<file path="src/dop_pkg.sv">
// Shared types and constants of the DHCP option parser.
package dop_pkg;

  // Option codes
  localparam logic [7:0] CODE_PAD    = 8'd0;
  localparam logic [7:0] CODE_SUBNET = 8'd1;
  localparam logic [7:0] CODE_ROUTER = 8'd3;
  localparam logic [7:0] CODE_DNS    = 8'd6;
  localparam logic [7:0] CODE_LEASE  = 8'd51;
  localparam logic [7:0] CODE_SERVER = 8'd54;
  localparam logic [7:0] CODE_END    = 8'd255;

  // Result kinds
  localparam logic [2:0] KIND_SERVER = 3'd0;
  localparam logic [2:0] KIND_LEASE  = 3'd1;
  localparam logic [2:0] KIND_SUBNET = 3'd2;
  localparam logic [2:0] KIND_ROUTER = 3'd3;
  localparam logic [2:0] KIND_DNS    = 3'd4;
  localparam logic [2:0] KIND_END    = 3'd5;

  localparam int KIND_W  = 3;
  localparam int VALUE_W = 32;
  localparam int INDEX_W = 6;

  // Parser phase
  typedef enum logic [3:0] {
    PH_CODE  = 4'b0001,
    PH_LEN   = 4'b0010,
    PH_VALUE = 4'b0100,
    PH_DONE  = 4'b1000
  } phase_t;

  // One input item held in the input register
  typedef struct packed {
    logic [7:0] option_byte;
    logic       start_of_options;
  } in_item_t;

  // One result item from the parse logic
  typedef struct packed {
    logic [KIND_W-1:0]  kind;
    logic [VALUE_W-1:0] value;
    logic [INDEX_W-1:0] index;
  } res_item_t;

endpackage

</file>
<file path="src/dhcp_option_parser.sv">
// Top level of the DHCP option parser.
//
//   channel | handshake            | payload
//   --------+----------------------+-------------------------------------------
//   in      | in_valid / in_ready  | option_byte, start_of_options
//   out     | out_valid / out_ready| result_kind, result_value, list_index
//
// One byte is taken per cycle while in_ready is high; a byte's result passes the input
// register, then the combinational parse logic, then the result register.
// Bytes that give no result just advance the parser state.
// A stalled sink holds the result register; one more byte waits in the input
// register, then in_ready drops. Synchronous reset returns to awaiting a code.
module dhcp_option_parser (
  input  logic                          clk,
  input  logic                          rst,
  input  logic                          in_valid,
  output logic                          in_ready,
  input  logic [7:0]                    option_byte,
  input  logic                          start_of_options,
  output logic                          out_valid,
  input  logic                          out_ready,
  output logic [dop_pkg::KIND_W-1:0]    result_kind,
  output logic [dop_pkg::VALUE_W-1:0]   result_value,
  output logic [dop_pkg::INDEX_W-1:0]   list_index
);
  import dop_pkg::*;

  in_item_t  item;
  res_item_t res;
  logic      room;
  logic      take;
  logic      produce;

  dop_in_stage u_in (
    .clk              (clk),
    .rst              (rst),
    .in_valid         (in_valid),
    .in_ready         (in_ready),
    .option_byte      (option_byte),
    .start_of_options (start_of_options),
    .room             (room),
    .take             (take),
    .item             (item)
  );

  dop_parse u_parse (
    .clk     (clk),
    .rst     (rst),
    .take    (take),
    .item    (item),
    .produce (produce),
    .res     (res)
  );

  dop_out_stage u_out (
    .clk          (clk),
    .rst          (rst),
    .take         (take),
    .produce      (produce),
    .res          (res),
    .room         (room),
    .out_valid    (out_valid),
    .out_ready    (out_ready),
    .result_kind  (result_kind),
    .result_value (result_value),
    .list_index   (list_index)
  );

endmodule

</file>
<file path="src/dop_in_stage.sv">
// Input register of the option parser: holds one item until the parse logic takes it.
module dop_in_stage (
  input  logic                clk,
  input  logic                rst,
  input  logic                in_valid,
  output logic                in_ready,
  input  logic [7:0]          option_byte,
  input  logic                start_of_options,
  input  logic                room,
  output logic                take,
  output dop_pkg::in_item_t   item
);
  import dop_pkg::*;

  logic held;

  // Take the held item when the result side has room
  assign take     = held && room;
  assign in_ready = !held || room;

  // Hold valid flag
  always_ff @(posedge clk) begin
    if (rst) begin
      held <= 1'b0;
    end else if (in_ready) begin
      held <= in_valid;
    end
  end

  // Load payload on accept
  always_ff @(posedge clk) begin
    if (in_valid && in_ready) begin
      item.option_byte      <= option_byte;
      item.start_of_options <= start_of_options;
    end
  end

endmodule

</file>
<file path="src/dop_parse.sv">
// Option record state machine and word assembly of the option parser.
module dop_parse (
  input  logic                 clk,
  input  logic                 rst,
  input  logic                 take,
  input  dop_pkg::in_item_t    item,
  output logic                 produce,
  output dop_pkg::res_item_t   res
);
  import dop_pkg::*;

  phase_t      phase, phase_next, phase_eff;
  logic [7:0]  code, code_next, code_eff;
  logic [7:0]  remaining, remaining_next, remaining_eff;
  logic [7:0]  offset, offset_next, offset_eff;
  logic [23:0] partial, partial_next, partial_eff;
  logic [7:0]  b;
  logic [7:0]  remaining_dec;
  logic [31:0] word;

  assign b             = item.option_byte;
  assign remaining_dec = remaining_eff - 8'd1;
  assign word          = {partial_eff, b};

  // Work out next state and result for the held byte
  always_comb begin
    phase_eff     = item.start_of_options ? PH_CODE : phase;
    code_eff      = item.start_of_options ? 8'd0 : code;
    remaining_eff = item.start_of_options ? 8'd0 : remaining;
    offset_eff    = item.start_of_options ? 8'd0 : offset;
    partial_eff   = item.start_of_options ? 24'd0 : partial;

    phase_next     = phase_eff;
    code_next      = code_eff;
    remaining_next = remaining_eff;
    offset_next    = offset_eff;
    partial_next   = partial_eff;
    produce        = 1'b0;
    res.kind       = KIND_END;
    res.value      = '0;
    res.index      = '0;

    unique case (phase_eff)
      PH_CODE: begin
        if (b == CODE_PAD) begin
          phase_next = PH_CODE;
        end else if (b == CODE_END) begin
          produce    = 1'b1;
          phase_next = PH_DONE;
        end else begin
          code_next  = b;
          phase_next = PH_LEN;
        end
      end
      PH_LEN: begin
        remaining_next = b;
        offset_next    = 8'd0;
        partial_next   = 24'd0;
        phase_next     = (b != 8'd0) ? PH_VALUE : PH_CODE;
      end
      PH_VALUE: begin
        if (offset_eff[1:0] != 2'd3) begin
          partial_next = {partial_eff[15:0], b};
        end else begin
          partial_next = 24'd0;
          res.value    = word;
          if (offset_eff[7:2] == '0 && code_eff == CODE_SERVER) begin
            produce  = 1'b1;
            res.kind = KIND_SERVER;
          end else if (offset_eff[7:2] == '0 && code_eff == CODE_LEASE) begin
            produce  = 1'b1;
            res.kind = KIND_LEASE;
          end else if (offset_eff[7:2] == '0 && code_eff == CODE_SUBNET) begin
            produce  = 1'b1;
            res.kind = KIND_SUBNET;
          end else if (code_eff == CODE_ROUTER) begin
            produce   = 1'b1;
            res.kind  = KIND_ROUTER;
            res.index = offset_eff[7:2];
          end else if (code_eff == CODE_DNS) begin
            produce   = 1'b1;
            res.kind  = KIND_DNS;
            res.index = offset_eff[7:2];
          end
        end
        offset_next    = offset_eff + 8'd1;
        remaining_next = remaining_dec;
        if (remaining_dec == 8'd0) begin
          phase_next = PH_CODE;
        end
      end
      PH_DONE: begin
        // drop bytes until the next start
        phase_next = PH_DONE;
      end
      default: begin
        phase_next = PH_CODE;
      end
    endcase
  end

  // Advance parser state per taken item
  always_ff @(posedge clk) begin
    if (rst) begin
      phase     <= PH_CODE;
      code      <= 8'd0;
      remaining <= 8'd0;
      offset    <= 8'd0;
      partial   <= 24'd0;
    end else if (take) begin
      phase     <= phase_next;
      code      <= code_next;
      remaining <= remaining_next;
      offset    <= offset_next;
      partial   <= partial_next;
    end
  end

endmodule

</file>
<file path="src/dop_out_stage.sv">
// Result register of the option parser: holds one result until the sink takes it.
module dop_out_stage (
  input  logic                             clk,
  input  logic                             rst,
  input  logic                             take,
  input  logic                             produce,
  input  dop_pkg::res_item_t               res,
  output logic                             room,
  output logic                             out_valid,
  input  logic                             out_ready,
  output logic [dop_pkg::KIND_W-1:0]       result_kind,
  output logic [dop_pkg::VALUE_W-1:0]      result_value,
  output logic [dop_pkg::INDEX_W-1:0]      list_index
);
  import dop_pkg::*;

  res_item_t held;

  // Room when empty or the held result leaves this cycle
  assign room = !out_valid || out_ready;

  // Update valid flag
  always_ff @(posedge clk) begin
    if (rst) begin
      out_valid <= 1'b0;
    end else if (take) begin
      out_valid <= produce;
    end else if (out_ready) begin
      out_valid <= 1'b0;
    end
  end

  // Load result payload
  always_ff @(posedge clk) begin
    if (take && produce) begin
      held <= res;
    end
  end

  assign result_kind  = held.kind;
  assign result_value = held.value;
  assign list_index   = held.index;

endmodule

</file>
<file path="config.mk">
export PLATFORM = sky130hd
export DESIGN_NAME = dhcp_option_parser
export DESIGN_NICKNAME = d
export VERILOG_FILES = /design/src/dop_pkg.sv /design/src/dhcp_option_parser.sv /design/src/dop_in_stage.sv /design/src/dop_parse.sv /design/src/dop_out_stage.sv
export SDC_FILE = /design/constraint.sdc
export NUM_CORES = 1
export LEC_CHECK = 0
export ABC_CLOCK_PERIOD_IN_PS = 4800
export BUFFER_PORTS_ARGS = -buffer_cell sky130_fd_sc_hd__buf_2
export CAP_MARGIN = 0
export CORE_UTILIZATION = 31
export CTS_BUF_LIST = sky130_fd_sc_hd__clkbuf_4
export DETAILED_ROUTE_END_ITERATION = 6
export SLEW_MARGIN = 20
export SYNTH_ARGS = -nofsm -noshare
export SYNTH_HDL_FRONTEND = slang
export SYNTH_SLANG_ARGS = --single-unit
</file>
<file path="constraint.sdc">
create_clock -name clk -period 4.8 [get_ports clk]
set_input_delay 1.2 -clock clk [delete_from_list [all_inputs] [get_ports clk]]
set_output_delay 1.2 -clock clk [all_outputs]
set_load 0.01 [all_outputs]
</file>
==> results.md <==
• 0 — Post-synth ARST share
• 124 um — Die Span X
• 674 — post-route insts no fill
• 160 ps — clock input transition at the sequential cells of the worst setup and hold paths
• 0.649 — ratio of final minimum period to clock period
• 0.184 — ratio of cells with drive above 1 in the final layout
• input pin to output port — category of the critical setup timing path
• 294 — 1st-iter DRT viols
• 0 — Hold-fix buffers, CTS
• sky130_fd_sc_hd__nor2b_1 — slowest cell on the critical path
• flip-flop to flip-flop — classification of the worst-slack hold path
• 16.5 mm — first-pass GRT wire length
• 290 ps — Slowest Stage Delay on Critical Path
• 56 — maximum number of pins on one net before global-route repair
• 0 — DRC violation count after routing
• 0.559 — sequential cell area fraction in the yosys report
• 0 — antenna diode count
• 0 — initial antenna violation count
• 3494 — via count of the routed design
• 0.318 — Initial Utilization
• 443 — Syn Inst Count
• 3600 ps — endpoint required time on the critical path
• 10.3 mm — total wirelength of the detailed-routed design
• 459 — post-synthesis net count
• 1.89 nW — P_leak
• built — clock tree from TritonCTS
• 104 — post-synthesis register bit count
• 2 — number of buffers on the longest clock path
• 15.3 um — routed length per instance
• 0.0145 mm^2 — Core Footprint
• 15.0 ps — Fin Clk Skew
• 56 — number of primary I/O pins
• 0 — number of routed nets with antenna violations
• 6.94 mm — Post-DP HPWL
• 1.45 mW — total power consumption of the routed design
• 50 — number of flops mapped to enable cells by yosys
• 6 — first-pass iteration count of the detailed router
• 3260 — number of global-route vias before repair
• 9 — CTS buffer count
• 501 — net count reported at finish
• sky130_fd_sc_hd__dfxtp_1 — most frequently used cell type in the post-synthesis netlist
• 3120 ps — post-layout min period
• 0 ps — setup tns final
• sky130_fd_sc_hd__edfxtp_1 33%, sky130_fd_sc_hd__dfxtp_1 23%, sky130_fd_sc_hd__and2_1 5.6%, sky130_fd_sc_hd__a22oi_1 4.6%, sky130_fd_sc_hd__nor2_1 4.1% — largest cells by area after synthesis
• 0 — number of maximum-capacitance constraint violations
• 60 — number of distinct library cell variants in the gate-level netlist after synthesis
• 0 — final global-route overflow total
• 0.118 mV — maximum vdd drop
• 1494 — Fillers
• sky130_fd_sc_hd__dfxtp_1 — commonest register cell after synthesis
• 5.18 — number of vias per cell after detailed routing
• 0.137 — All-Layer GR Usage
• 0.00462 mm^2 — cell area after technology mapping
• 281 mW/mm^2 — cell area power density
• 10.4 um^2 — Post-Syn Area per Cell
• 0 — count of final max-slew check failures
• 54 x sky130_fd_sc_hd__dfxtp_1, 50 x sky130_fd_sc_hd__edfxtp_1, 50 x sky130_fd_sc_hd__nor2_1 — leading cell types by count after synthesis
• sky130_fd_sc_hd__edfxtp_1 — post-synth top area cell
• completed — run status
• buf_2 > nor2b_1 > nand2_1 > buf_2 — critical path cell sequence
• output port — element type at the critical path end
• 0 — Yosys warning total
• 124 um — DIE HEIGHT
• sky130_fd_sc_hd__buf_2 — cell repeated most along the worst path
• 0.321 GHz — highest clock frequency the design can meet
• 0 — # resized after CTS
• 3 — depth of the CTS H-tree
• 55 — number of buffer cells added on primary ports
• 0.302 — worst rel slew slack
• 0 — final number of setup-violating endpoints
• 1920 ps — arrival time at the worst endpoint
• no — unrepaired setup endpoints after global routing
• 0.0154 mm^2 — die footprint
• 4 — highest fanout seen on the critical path
• sky130_fd_sc_hd__clkbuf_4 — Root Buffer Master
• 460 ps — worst-skew pair later-pin latency
• 0.798 — RePlAce Congestion
• 11.6% — area growth from synthesis to layout
• 657 — placed insts
• input pin — crit start category
• 104 — number of clock sinks
• 0 — final hold vios
• 2 — CP bufs+invs
• simple AND/OR/NAND/NOR gates — cell family with most CP delay
• 0.325 — fraction of post-synthesis cell area in the top cell type by area
• 0 — # Post-CTS Setup Buffers
• 1050 ps — measured slew at the worst slew-check pin
• 44 — count of standard-cell rows
## final timing paths
check | start | to | slack (ps) | cells after the start
worst min register to register | u_parse.code[7] | u_parse.code[7] | 510 | 2
worst min-delay path | u_parse.code[7] | u_parse.code[7] | 510 | 2
worst max-delay path | out_ready | in_ready | 1680 | 4
worst max register to register | u_in.item[0] | u_out.result_value[18] | 1980 | 7
## state kept, by name, indices dropped and copies added (netlist names)
signal,cells
u_out.result_value,32
u_out.out_valid,1
u_parse.offset,8
u_out.result_kind,3
u_out.list_index,6
u_parse.remaining,8
u_parse.code,8
u_parse.partial,24
u_in.held,1
u_parse.phase,4
u_in.item,9
## through the flow
stage / utilization / hold WS [ps] / cell area [um^2] / setup slack, ps
after floorplan: - / 458 / 4620 / 941
after global routing: 0.355 / 549 / 5150 / 1660
after CTS: 0.353 / 508 / 5130 / 1670
after detailed placement: 0.345 / 489 / 5020 / 1500
final: 0.355 / 506 / 5150 / 1680
after global placement: 0.345 / 478 / 5020 / 1640
## tightest hold or removal path, cell delays in order (launching register included)
cell                      delay (ps)
sky130_fd_sc_hd__dfxtp_1         350
sky130_fd_sc_hd__o21ai_0          70
sky130_fd_sc_hd__a21oi_1          60
## report_power, final
group | leakage, nW | switching (mW) | internal, mW | total [mW]
Clock | 0.0674 | 0.291 | 0.108 | 0.399
Sequential | 0.952 | 0.0280 | 0.937 | 0.965
Combinational | 0.875 | 0.0517 | 0.0298 | 0.0815
Total | 1.89 | 0.371 | 1.07 | 1.45
## layer usage
metal / GRT usage / share of wire
met1: 0.181 / 0.46
met2: 0.218 / 0.46
met3: 0.0343 / 0.061
met4: 0.0439 / 0.013
met5: 0 / 0
## area by class of cell
type / count / area (um^2) / area share
flip-flops and latches: 104 / 2580 / 0.501
multi-input cells: 306 / 1890 / 0.366
repair buffers: 59 / 318 / 0.0617
well taps: 184 / 230 / 0.0447
clock buffers: 9 / 67.6 / 0.0131
clock inverters: 7 / 47.5 / 0.00923
inverters: 5 / 18.8 / 0.00364
## cells in the final DEF, fill, tap and decap left out, drive strengths merged, types with 6 or more instances in the layout
| master | Yosys | layout |
|---|---|---|
| dfxtp | 54 | 54 |
| a211oi | 6 | 6 |
| a21oi | 29 | 29 |
| nor4 | 9 | 9 |
| nand2 | 27 | 27 |
| inv | 5 | 6 |
| nor3 | 9 | 9 |
| edfxtp | 50 | 50 |
| nor2b | 10 | 10 |
| o21ai | 19 | 19 |
| nand3 | 7 | 7 |
| and2 | 41 | 41 |
| nor2 | 51 | 51 |
| clkbuf | 14 | 9 |
| buf | 14 | 59 |
| a22oi | 28 | 28 |
## cell families (layout without fill, tap and decap cells)
family | count (synthesis) | after routing | share of synthesized area
compound gates | 110 | 110 | 0.159
simple gates | 184 | 184 | 0.222
buf+inv | 33 | 80 | 0.0344
mux | 2 | 2 | 0.00434
flops | 104 | 104 | 0.559
fa+ha+maj | 3 | 3 | 0.00813
xor+xnor | 7 | 7 | 0.0133
No activity file was read; power rests on OpenSTA's default activity.
